### src/rtl/core/sbdr_pkg.sv
// Package: phase and status codes and header constants of the bank dump receiver.
package sbdr_pkg;

  typedef enum logic [3:0] {
    PH_HUNT      = 4'd0,
    PH_MAKER     = 4'd1,
    PH_CHAN      = 4'd2,
    PH_FORMAT    = 4'd3,
    PH_COUNT_HI  = 4'd4,
    PH_COUNT_LO  = 4'd5,
    PH_DATA      = 4'd6,
    PH_SUM       = 4'd7,
    PH_END       = 4'd8
  } phase_t;

  typedef enum logic [3:0] {
    ST_REALTIME   = 4'd0,
    ST_HUNT       = 4'd1,
    ST_HEADER     = 4'd2,
    ST_PAYLOAD    = 4'd3,
    ST_CKSUM      = 4'd4,
    ST_DONE       = 4'd5,
    ST_ERR_DATA   = 4'd6,
    ST_ERR_STATUS = 4'd7,
    ST_ERR_COUNT  = 4'd8,
    ST_ERR_CKSUM  = 4'd9,
    ST_ERR_EOX    = 4'd10,
    ST_ERR_EOF    = 4'd11,
    ST_HALTED     = 4'd12
  } status_t;

  localparam logic [7:0] SYSEX_START = 8'hF0;
  localparam logic [7:0] SYSEX_END   = 8'hF7;
  localparam logic [7:0] REALTIME_LO = 8'hF8;
  localparam logic [6:0] MAKER_ID    = 7'h43;
  localparam logic [6:0] FORMAT_ID   = 7'h09;

  // One result word as it sits in the output stages.
  typedef struct packed {
    status_t    status;
    logic [6:0] payload_byte;
    logic [11:0] payload_index;
  } result_t;

endpackage

### src/rtl/core/sbdr_if.sv
// Interfaces: input byte, result and configuration channels of the bank dump receiver.
interface sbdr_in_if;
  logic       valid;
  logic       ready;
  logic [7:0] rx_byte;
  logic       end_of_input;

  modport source (output valid, output rx_byte, output end_of_input, input ready);
  modport sink (input valid, input rx_byte, input end_of_input, output ready);
endinterface

interface sbdr_out_if;
  logic        valid;
  logic        ready;
  logic [3:0]  status;
  logic [6:0]  payload_byte;
  logic [11:0] payload_index;

  modport source (output valid, output status, output payload_byte,
                  output payload_index, input ready);
  modport sink (input valid, input status, input payload_byte,
                input payload_index, output ready);
endinterface

interface sbdr_cfg_if;
  logic       valid;
  logic       ready;
  logic [3:0] device_channel;

  modport source (output valid, output device_channel, input ready);
  modport sink (input valid, input device_channel, output ready);
endinterface

### src/rtl/core/sysex_bank_dump_receiver_core.sv
// Top level: bank bulk dump frame parser with 7-bit checksum and payload streaming.
//
// Usage: feed received MIDI bytes on the rx channel, one word per byte; raise
// end_of_input on a word to report that the source ended. Every accepted rx
// word gives exactly one result word on the result channel: a status code and,
// for payload bytes, the byte and its index within the dump. The cfg channel
// writes the expected device channel; it is always ready and should be used
// only while the block is idle.
// A result is registered from its accepted rx word. Throughput: one word per
// cycle while rx ready is high; the per-byte parser is a single pass of
// compare and 7-bit add logic between the rx handshake and the result register.
// Stalls: a result register plus a one-word skid stage sit behind the parser,
// so a new word is taken while one result waits; rx ready drops only when the
// skid stage is full, and reads back high the cycle after the sink takes one.
// Reset (rst, synchronous): hunt for F0, clear count, sum and halt flag,
// device channel 0, both output stages empty. After done or any error the
// block answers "halted" to every word until reset.
module sysex_bank_dump_receiver_core
  import sbdr_pkg::*;
#(
  parameter int PAYLOAD_BYTES = 4096
) (
  input  logic              clk,
  input  logic              rst,
  sbdr_in_if.sink           rx,
  sbdr_out_if.source        result,
  sbdr_cfg_if.sink          cfg
);

  localparam int CNT_W = $clog2(PAYLOAD_BYTES + 1);
  localparam logic [6:0] COUNT_HI = 7'((PAYLOAD_BYTES >> 7) & 127);
  localparam logic [6:0] COUNT_LO = 7'(PAYLOAD_BYTES & 127);

  // Parser state
  phase_t             phase;
  logic [CNT_W-1:0]   payload_count;
  logic [6:0]         running_sum;
  logic               halted_flag;
  logic [3:0]         device_channel;

  phase_t             phase_next;
  logic [CNT_W-1:0]   payload_count_next;
  logic [6:0]         running_sum_next;
  logic               halted_flag_next;
  result_t            res_next;

  // Output stages
  logic    out_valid;
  result_t out_word;
  logic    skid_valid;
  result_t skid_word;

  logic             accept;
  logic             taken;
  logic [CNT_W-1:0] cnt_inc;
  logic [13:0]      cnt_ext;
  logic [6:0]       data7;
  logic [6:0]       header_want;

  assign rx.ready  = !skid_valid;
  assign accept    = rx.valid && rx.ready;
  assign taken     = out_valid && result.ready;
  assign cfg.ready = 1'b1;

  assign cnt_inc = payload_count + CNT_W'(1);
  assign cnt_ext = 14'(payload_count);
  assign data7   = rx.rx_byte[6:0];

  always_comb begin
    unique case (phase)
      PH_MAKER: header_want = MAKER_ID;
      PH_CHAN:  header_want = {3'b000, device_channel};
      default:  header_want = FORMAT_ID;
    endcase
  end

  // Per-byte transition: one status word per input word
  always_comb begin
    phase_next         = phase;
    payload_count_next = payload_count;
    running_sum_next   = running_sum;
    halted_flag_next   = halted_flag;
    res_next.status        = ST_HUNT;
    res_next.payload_byte  = 7'd0;
    res_next.payload_index = 12'd0;

    if (halted_flag) begin
      res_next.status = ST_HALTED;
    end else if (rx.end_of_input) begin
      res_next.status  = ST_ERR_EOF;
      halted_flag_next = 1'b1;
    end else if (rx.rx_byte >= REALTIME_LO) begin
      // real-time bytes pass through the frame untouched
      res_next.status = ST_REALTIME;
    end else if (phase == PH_HUNT) begin
      payload_count_next = '0;
      running_sum_next   = 7'd0;
      if (rx.rx_byte == SYSEX_START) begin
        phase_next      = PH_MAKER;
        res_next.status = ST_HEADER;
      end else begin
        res_next.status = ST_HUNT;
      end
    end else if (phase == PH_END) begin
      halted_flag_next = 1'b1;
      if (!rx.rx_byte[7]) begin
        res_next.status = ST_ERR_STATUS;
      end else if (rx.rx_byte != SYSEX_END) begin
        res_next.status = ST_ERR_EOX;
      end else begin
        res_next.status = ST_DONE;
      end
    end else if (rx.rx_byte[7]) begin
      res_next.status  = ST_ERR_DATA;
      halted_flag_next = 1'b1;
    end else if (phase == PH_MAKER || phase == PH_CHAN || phase == PH_FORMAT) begin
      if (data7 == header_want) begin
        phase_next      = phase_t'(phase + 4'd1);
        res_next.status = ST_HEADER;
      end else begin
        // resync: back to hunting; the byte has bit 7 clear, so it is not F0
        phase_next         = PH_HUNT;
        payload_count_next = '0;
        running_sum_next   = 7'd0;
        res_next.status    = ST_HUNT;
      end
    end else if (phase == PH_COUNT_HI || phase == PH_COUNT_LO) begin
      if (data7 == ((phase == PH_COUNT_HI) ? COUNT_HI : COUNT_LO)) begin
        phase_next      = phase_t'(phase + 4'd1);
        res_next.status = ST_HEADER;
      end else begin
        res_next.status  = ST_ERR_COUNT;
        halted_flag_next = 1'b1;
      end
    end else if (phase == PH_DATA) begin
      running_sum_next       = running_sum + data7;
      res_next.payload_byte  = data7;
      res_next.payload_index = cnt_ext[11:0];
      payload_count_next     = cnt_inc;
      res_next.status        = ST_PAYLOAD;
      if (cnt_inc == CNT_W'(PAYLOAD_BYTES)) begin
        phase_next = PH_SUM;
      end
    end else begin
      // checksum byte: must equal minus the 7-bit sum
      if (data7 != 7'(7'd0 - running_sum)) begin
        res_next.status  = ST_ERR_CKSUM;
        halted_flag_next = 1'b1;
      end else begin
        phase_next      = PH_END;
        res_next.status = ST_CKSUM;
      end
    end
  end

  // Parser state: advance only on an accepted word
  always_ff @(posedge clk) begin
    if (rst) begin
      phase         <= PH_HUNT;
      payload_count <= '0;
      running_sum   <= 7'd0;
      halted_flag   <= 1'b0;
    end else if (accept) begin
      phase         <= phase_next;
      payload_count <= payload_count_next;
      running_sum   <= running_sum_next;
      halted_flag   <= halted_flag_next;
    end
  end

  always_ff @(posedge clk) begin
    if (rst) begin
      device_channel <= 4'd0;
    end else if (cfg.valid) begin
      device_channel <= cfg.device_channel;
    end
  end

  // Output register with skid stage behind it
  always_ff @(posedge clk) begin
    if (rst) begin
      out_valid  <= 1'b0;
      skid_valid <= 1'b0;
    end else if (!out_valid || taken) begin
      if (skid_valid) begin
        out_valid  <= 1'b1;
        skid_valid <= 1'b0;
      end else begin
        out_valid <= accept;
      end
    end else if (accept) begin
      skid_valid <= 1'b1;
    end
  end

  always_ff @(posedge clk) begin
    if (!out_valid || taken) begin
      if (skid_valid) begin
        out_word <= skid_word;
      end else if (accept) begin
        out_word <= res_next;
      end
    end else if (accept) begin
      skid_word <= res_next;
    end
  end

  assign result.valid         = out_valid;
  assign result.status        = out_word.status;
  assign result.payload_byte  = out_word.payload_byte;
  assign result.payload_index = out_word.payload_index;

endmodule
### src/flat_wrapper.sv
// flat-port wrapper written by rule: the top's interface ports become plain ports
module sysex_bank_dump_receiver_core_flat import sbdr_pkg::*;
#(
  parameter int PAYLOAD_BYTES = 4096
)
  (clk, rst, rx_valid, rx_rx_byte, rx_end_of_input, rx_ready, result_valid, result_status, result_payload_byte, result_payload_index, result_ready, cfg_valid, cfg_device_channel, cfg_ready);
  sbdr_in_if rx_i ();
  sbdr_out_if result_i ();
  sbdr_cfg_if cfg_i ();
  input  logic clk;
  input  logic rst;
  input wire logic [$bits(rx_i.valid)-1:0] rx_valid;
  input wire logic [$bits(rx_i.rx_byte)-1:0] rx_rx_byte;
  input wire logic [$bits(rx_i.end_of_input)-1:0] rx_end_of_input;
  output wire logic [$bits(rx_i.ready)-1:0] rx_ready;
  output wire logic [$bits(result_i.valid)-1:0] result_valid;
  output wire logic [$bits(result_i.status)-1:0] result_status;
  output wire logic [$bits(result_i.payload_byte)-1:0] result_payload_byte;
  output wire logic [$bits(result_i.payload_index)-1:0] result_payload_index;
  input wire logic [$bits(result_i.ready)-1:0] result_ready;
  input wire logic [$bits(cfg_i.valid)-1:0] cfg_valid;
  input wire logic [$bits(cfg_i.device_channel)-1:0] cfg_device_channel;
  output wire logic [$bits(cfg_i.ready)-1:0] cfg_ready;
  assign rx_i.valid = rx_valid;
  assign rx_i.rx_byte = rx_rx_byte;
  assign rx_i.end_of_input = rx_end_of_input;
  assign rx_ready = rx_i.ready;
  assign result_valid = result_i.valid;
  assign result_status = result_i.status;
  assign result_payload_byte = result_i.payload_byte;
  assign result_payload_index = result_i.payload_index;
  assign result_i.ready = result_ready;
  assign cfg_i.valid = cfg_valid;
  assign cfg_i.device_channel = cfg_device_channel;
  assign cfg_ready = cfg_i.ready;
  sysex_bank_dump_receiver_core #(.PAYLOAD_BYTES(PAYLOAD_BYTES)) u_core (.clk(clk), .rst(rst), .rx(rx_i), .result(result_i), .cfg(cfg_i));
endmodule
### config.mk
export PLATFORM = sky130hd
export DESIGN_NAME = sysex_bank_dump_receiver_core_flat
export DESIGN_NICKNAME = d
export VERILOG_FILES = /design/src/rtl/core/sbdr_pkg.sv /design/src/rtl/core/sbdr_if.sv /design/src/rtl/core/sysex_bank_dump_receiver_core.sv /design/src/flat_wrapper.sv
export SDC_FILE = /design/constraint.sdc
export NUM_CORES = 1
export LEC_CHECK = 0
export ABC_AREA = 0
export BUFFER_PORTS_ARGS = -buffer_cell sky130_fd_sc_hd__buf_4
export CAP_MARGIN = 0
export CORE_MARGIN = 2
export CORE_UTILIZATION = 60
export CTS_BUF_LIST = sky130_fd_sc_hd__clkbuf_4 sky130_fd_sc_hd__clkbuf_8
export DETAILED_ROUTE_END_ITERATION = 7
export PLACE_DENSITY_LB_ADDON = 0.25
export SLEW_MARGIN = 20
export SYNTH_ARGS = -nofsm -noshare
export SYNTH_HDL_FRONTEND = slang
export SYNTH_SLANG_ARGS = --single-unit
### constraint.sdc
create_clock -name clk -period 6.85 [get_ports clk]
set_input_delay 1.0275 -clock clk [delete_from_list [all_inputs] [get_ports clk]]
set_output_delay 1.0275 -clock clk [all_outputs]
set_load 0.02 [all_outputs]
==> summary.txt, run 1 <==
GRT
  – First-pass GRT wire length: approximately 16 mm
  – Vias in the first global route: approximately 3200
  – Congestion Overflow GR: 0
  – Antenna violations before repair: 0
  – Gr usage total: roughly a quarter
  – Largest net degree at the start of global routing: 24

Setup path
  – Worst setup path startpoint: u_core.phase[0]
  – CP max FO: 19
  – Worst path cell trace: inv_1, ha_1, or3b_1, or3b_1, o2111ai_1, o21ai_2, nor4_4, o21ai_0, a31oi_1
  – Worst flop-to-flop path endpoint: u_core.payload_count[7]
  – Critical Path AT: 3510 ps
  – Reg2reg start: u_core.phase[0]
  – Setup crit end: u_core.payload_count[7]
  – Reg2Reg Setup Slack: ~3600 ps
  – Most used cell, CP: or3b_1
  – Worst path max stage delay: slightly below 800 ps
  – R2r worst-path depth: 9
  – Worst setup EP type: flip-flop
  – CP startpoint kind: flip-flop
  – Worst path slowest cell: nor4_4
  – Type of the worst setup path: reg -> reg
  – WP data required: between 7000 and 8000 ps

Power
  – P per Cell Area: roughly 190 nW/µm²
  – Total power: roughly 0.96 mW
  – Max IR drop VDD: 101 µV
  – Pleak: 1.92 nW

Detailed routing
  – Wirelength, routed: 9.56 mm
  – DRT Pass-1 Iters: 5
  – Vias: about 3500
  – Routed length per placed instance: about 17 µm
  – Antenna Violating Nets Remaining: 0
  – Vias/cell: approximately 6.1
  – DRC Markers: 0
  – Initial drt markers: between 200 and 300

Floorplan
  – Initial core utilization: between 60% and 70%
  – Core Area: approximately 7300 µm²
  – Die area: 8190 µm²
  – Die H: just over 90 µm
  – I/O pin cnt: 44
  – Die width: 90.5 µm
  – Site row count: 31

Place
  – RePlAce Congestion: ~0.89
  – I/O Buffers: 42
  – Post-Place Setup Slack: around 3300 ps
  – HPWL after detailed placement: 6.99 mm

Synthesis
  – Synth Area in Simple Gates: 20.6%
  – Post-synthesis compound-gate area fraction: between 10% and 20%
  – Register area share after synthesis: ~45%
  – #FFs+latches synth: between 70 and 80
  – Most frequent cell after synthesis: edfxtp_1
  – Netlist cell types: 80
  – Post-synthesis adder-cell area fraction: under 10%
  – Post-synth EDFFs: 46
  – Yosys top cell area share: between 30% and 40%
  – Ys async rst share: 0%
  – Net count after synthesis: 470
  – Top_reg_cell synth: edfxtp_1
  – XOR/XNOR share of the synthesized area: ~3.6%
  – Post-synthesis mux area share: ~7.4%
  – Cell count after synthesis: about 440
  – Post-synth top cells: 46 x edfxtp_1, 31 x dfxtp_1, 26 x nand2_1, 26 x nor2_1, 25 x a21oi_1
  – Post-Syn Area: 4490 µm²
  – Syn. warnings: 0
  – Largest cells by area after synthesis: edfxtp_1 31%, dfxtp_1 14%, mux2_2 5.5%, ha_1 3.6%, and2_1 2.9%
  – Area leader, netlist: edfxtp_1
  – Main combinational cell family by area after synthesis: simple AND/OR/NAND/NOR gates
  – Syn_area_per_cell: 10.3 µm²

Clock tree
  – Clock Sinks: slightly below 80
  – CTS hold repair buffers: 0
  – Root Buffer: clkbuf_8
  – Clock tree buffer depth: 2
  – CTS Buf Count: 9
  – Setup Buffers After CTS: 0
  – Resize count post-CTS: 0
  – Clock input transition at the sequential cells of the worst setup and hold paths: around 100 ps
  – CTS tree: yes
  – Htree depth: 3
  – Clk Latency, worst-skew pair: 360 ps

Layout
  – # fillers: approximately 550
  – Final #Nets: about 500
  – Reg area: 2000 µm²
  – Multi-input gate area: around 2300 µm²
  – Layout cells sized above 1: approximately 20%
  – N_diodes: 0
  – Area growth syn-to-layout: 12.2%

Timing
  – Slew margin rel.: about 38%
  – Worst slew pin tran: about 940 ps
  – Setup TNS: 0 ps
  – Crit path time final: 3220 ps
  – Skew final: 16.9 ps
  – Tcrit/Tclk final: a little under half
  – Count of final max-slew check failures: 0
  – Hold Vio Cnt, Final: 0
  – Unrepaired setup endpoints after global routing: no
  – Peak Freq: 311 MHz
  – Final worst setup slack: about 3600 ps
  – Setup Viol. Count Final: 0

Run
  – Max-Cap Viols: 0

Outcome
  – Run status: completed

Min path
  – Worst min-delay path class: reg -> reg
[where the power goes]
| group | internal [mW] | switching, mW |
|---|---|---|
| combinational | 0.0347 | 0.0503 |
| clock | 0.177 | 0.187 |
| sequential | 0.504 | 0.00559 |
[worst min-delay path by stage]
stage                                   from                        to  slack, ps  depth (start not counted)
global route            u_core.skid_word[19]   u_core.result.status[0]        550                          1
detailed placement  u_core.device_channel[2]  u_core.device_channel[2]        490                          2
floorplan           u_core.device_channel[2]  u_core.device_channel[2]        450                          2
global placement    u_core.device_channel[2]  u_core.device_channel[2]        470                          2
finish              u_core.device_channel[2]  u_core.device_channel[2]        510                          2
CTS                 u_core.device_channel[2]  u_core.device_channel[2]        510                          2
[cell type report]
type	instances	share of cell area [%]
repair buffers	42	6.26
flip-flops and latches	77	39.7
well taps	99	2.46
multi-input cells	324	46.5
clock buffers	9	2.46
inverters	10	0.745
clock inverters	7	1.81
[layer usage]
layer	up-vias	wire length (µm)	track usage, %
met5	-	0	0
met2	117	4450	37.6
met4	0	110	7.44
met3	11	559	4.76
met1	1622	4440	34.2
li1	1711	-	-
[cell families after synthesis]
family                   Yosys count
AND/OR/NAND/NOR                  162
adder cells (fa/ha/maj)           14
buffers and inverters             37
AO/OA/AOI/OAI                    100
XOR/XNOR                          17
other                              1
multiplexers                      30
flip-flops                        77
[state kept, by name, summed over array words and instances (netlist names)]
name and flops:
u_core.result.status 4, u_core.running_sum 7, u_core.result.payload_index 12, u_core.halted_flag 1, u_core.result.payload_byte 7, u_core.device_channel 4
u_core.skid_valid 1, u_core.skid_word 23, u_core.result.valid 1, u_core.payload_count 13, u_core.phase 4
[per-stage QoR]
step           util [%]  cell area [µm²]  instances  hold WS (ps)
2_1_floorplan         -             4490        438           451
3_3_place_gp       66.4             4820        552           472
3_5_place_dp       66.4             4820        552           490
4_1_cts            69.4             5030        568           513
5_1_grt            69.4             5040        568           552
6_report           69.4             5040        568           510
[cells in the final DEF, fill, tap and decap left out, types with 3 or more instances in the layout]
cell,instances
o21ai_0,9
a311oi_1,3
edfxtp_1,46
a21oi_1,25
a22o_1,3
and2_1,21
and3_1,7
nand4_1,7
ha_1,13
o21bai_1,3
mux2_2,22
nor4_1,3
or3_1,7
a31oi_1,6
nand2b_1,5
nor3b_1,5
clkbuf_8,9
nor2_1,25
nand3b_1,3
nor3_1,8
xor2_1,7
buf_4,42
or3b_1,3
xnor2_1,9
and4_1,3
o31ai_1,7
nand3_1,19
or4_1,4
inv_1,10
o21ai_1,3
nand2_1,26
mux2i_1,7
a21o_1,3
o211ai_1,6
nor2b_1,4
dfxtp_1,31
[worst max-delay path, delay by kind of cell (launching register included)]
family,cells,cell delay [ps]
adders and majority gates,1,330
buffers and inverters,1,120
DFF,1,360
and+or+nand+nor,3,1610
AOI/OAI and AO/OA,4,720
Power figures use the tool's default switching activity.
==> run 2: changes to the inputs <==
==> constraint.sdc (replaced) <==
create_clock -name clk -period 3 [get_ports clk]
set_input_delay 0.45 -clock clk [delete_from_list [all_inputs] [get_ports clk]]
set_output_delay 0.45 -clock clk [all_outputs]
set_load 0.02 [all_outputs]
==> run 2 against run 1 <==
  * Cell area rose by 3.3%
  * Fmax rose by 11%
  * Power rose by 130%
  * Via count rose by 4.8%
  * Sequential share of layout area fell by 1.2 points
  * Die area did not move
  * Critical path depth fell by 2
==> summary.txt, run 2 (synthesis gave the netlist of run 1 again) <==
Timing
  – Tcrit/Tclk final: 96.4% (+49 points)
  – Worst slew pin tran: 957 ps (+20.8 ps)
  – Count of final max-slew check failures: 0 (unchanged)
  – Setup TNS: 0 ps (unchanged)
  – Crit path time final: 2890 ps (-328 ps)
  – Setup Viol. Count Final: 0 (unchanged)
  – Peak Freq: 346 MHz (+11%)
  – Final worst setup slack: 109 ps (-3520 ps)
  – Hold Vio Cnt, Final: 0 (unchanged)
  – Slew margin rel.: 36.2% (-1.4 points)
  – Skew final: 13.6 ps (-3.27 ps)

GRT
  – Vias in the first global route: 3398 (+4.9%)
  – First-pass GRT wire length: 16.4 mm (+2.2%)
  – Congestion Overflow GR: 0 (unchanged)
  – Antenna violations before repair: 0 (unchanged)
  – Largest net degree at the start of global routing: 24 (unchanged)
  – Gr usage total: 24.4% (+0.26 points)

Floorplan
  – Core Area: 7250 µm² (unchanged)
  – Die H: 90.5 µm (unchanged)
  – I/O pin cnt: 44 (unchanged)
  – Site row count: 31 (unchanged)
  – Die width: 90.5 µm (unchanged)
  – Die area: 8190 µm² (unchanged)
  – Initial core utilization: 61.9% (unchanged)

Detailed routing
  – Vias/cell: 6.16 (+1.0%)
  – Wirelength, routed: 9.62 mm (+0.61%)
  – Vias: 3626 (+4.8%)
  – Routed length per placed instance: 16.3 µm (-3.0%)
  – Antenna Violating Nets Remaining: 0 (unchanged)
  – Initial drt markers: 302 (+4.1%)
  – DRT Pass-1 Iters: 5 (unchanged)
  – DRC Markers: 0 (unchanged)

Clock tree
  – Clk Latency, worst-skew pair: 340 ps (-20 ps)
  – Htree depth: 3 (unchanged)
  – Clock input transition at the sequential cells of the worst setup and hold paths: 90 ps (about the same)
  – Clock tree buffer depth: 2 (unchanged)
  – CTS Buf Count: 9 (unchanged)
  – Clock Sinks: 77 (unchanged)
  – Setup Buffers After CTS: 0 (unchanged)
  – CTS tree: yes
  – CTS hold repair buffers: 0 (unchanged)
  – Root Buffer: clkbuf_8

Power
  – Pleak: 2.03 nW (+5.6%)
  – P per Cell Area: 418 nW/µm² (+120%)
  – Max IR drop VDD: 187 µV (+85%)
  – Total power: 2.18 mW (+130%)

Place
  – RePlAce Congestion: 0.910 (+2.6%)
  – Placed inst area: 4990 µm² (+3.5%)
  – Placed cells: 573 (+3.8%)
  – HPWL after detailed placement: 7.11 mm (+1.8%)
  – Post-Place Setup Slack: 17.7 ps (-3310 ps)
  – I/O Buffers: 42 (unchanged)

Setup path
  – WP data required: 3100 ps (-4040 ps)
  – Worst setup EP type: flip-flop
  – Crit path buffers/inverters: 0 (-1)
  – Worst path cell trace: or3_4, or3_1, a31o_1, a211oi_2, nor4_1, or4_4, mux2_4
  – Critical Path AT: 2990 ps (-520 ps)
  – CP max FO: 7 (-12)
  – Worst path slowest cell: or4_4
  – Delay-heaviest family, CP: simple AND/OR/NAND/NOR gates
  – CP startpoint kind: flip-flop
  – Type of the worst setup path: reg -> reg
  – Worst path max stage delay: 490 ps (-300 ps)

Layout
  – Area growth syn-to-layout: 15.9%
  – Layout cells sized above 1: 24.5% (+4.0 points)
  – Final #Nets: 517 (+4.2%)
  – N_diodes: 0 (unchanged)
  – Final instance area: 5200 µm² (+3.3%)
  – Max FFs per register: 23 (unchanged)
  – Biggest register: u_core.skid_word
  – Commonest non-fill, non-tap cells in the layout: 62 x buf_4, 46 x edfxtp_1, 30 x dfxtp_1
  – Most common cell after layout, fill and taps aside: buf_4
  – Finished Layout Cells: 589 (+3.7%)
  – # fillers: 562 (+2.7%)

Outcome
  – Run status: completed

Run
  – Max-Cap Viols: 0 (unchanged)

Min path
  – Worst min-delay path class: in -> reg
-- run 2: layout make-up --
cell class	count	area, µm²	share of cell area (%)
Clock inverter	7	80.1	1.54
Tap cell	99	124	2.38
Sequential cell	77	2000	38.5
Clock buffer	9	124	2.38
Timing Repair Buffer	63	485	9.33
Multi-Input combinational cell	324	2350	45.2
Inverter	10	37.5	0.721
-- run 2: layer usage --
| metal | global-route usage (%) | vias up | routed length, µm |
|---|---|---|---|
| met5 | 0 | - | 0 |
| met4 | 7.44 | 0 | 165 |
| met3 | 4.01 | 14 | 612 |
| met1 | 33.2 | 1708 | 4290 |
| met2 | 40.2 | 157 | 4550 |
| li1 | - | 1747 | - |
-- run 2: timing repair --
action	4_1_cts	5_1_grt
endpoints found under the setup margin	0	16
gates resized for setup	0	4
endpoints found under the hold margin	0	0
-- run 2: stage by stage --
step / utilization [%] / hold slack (ps)
after floorplan: - / 451
final: 71.7 / 335
after detailed placement: 68.8 / 476
after global placement: 68.8 / 471
after CTS: 71.6 / 331
after global routing: 71.7 / 339
-- run 2: power by group --
part	internal [mW]	switching [mW]
clock network	0.398	0.414
logic	0.0845	0.116
registers	1.15	0.0125
-- run 2: tightest hold or removal path: stages --
cell	delay, ps
buf_4	70
mux2i_1	50
nor2_1	70
-- run 2: worst paths after layout --
path | from | to | slack (ps) | cells past startpoint
hold / removal | cfg_device_channel[1] | u_core.device_channel[1] | 330 | 3
setup reg to reg | u_core.running_sum[2] | u_core.result.status[3] | 110 | 7
hold reg to reg | u_core.device_channel[2] | u_core.device_channel[2] | 490 | 2
setup / recovery | u_core.running_sum[2] | u_core.result.status[3] | 110 | 7
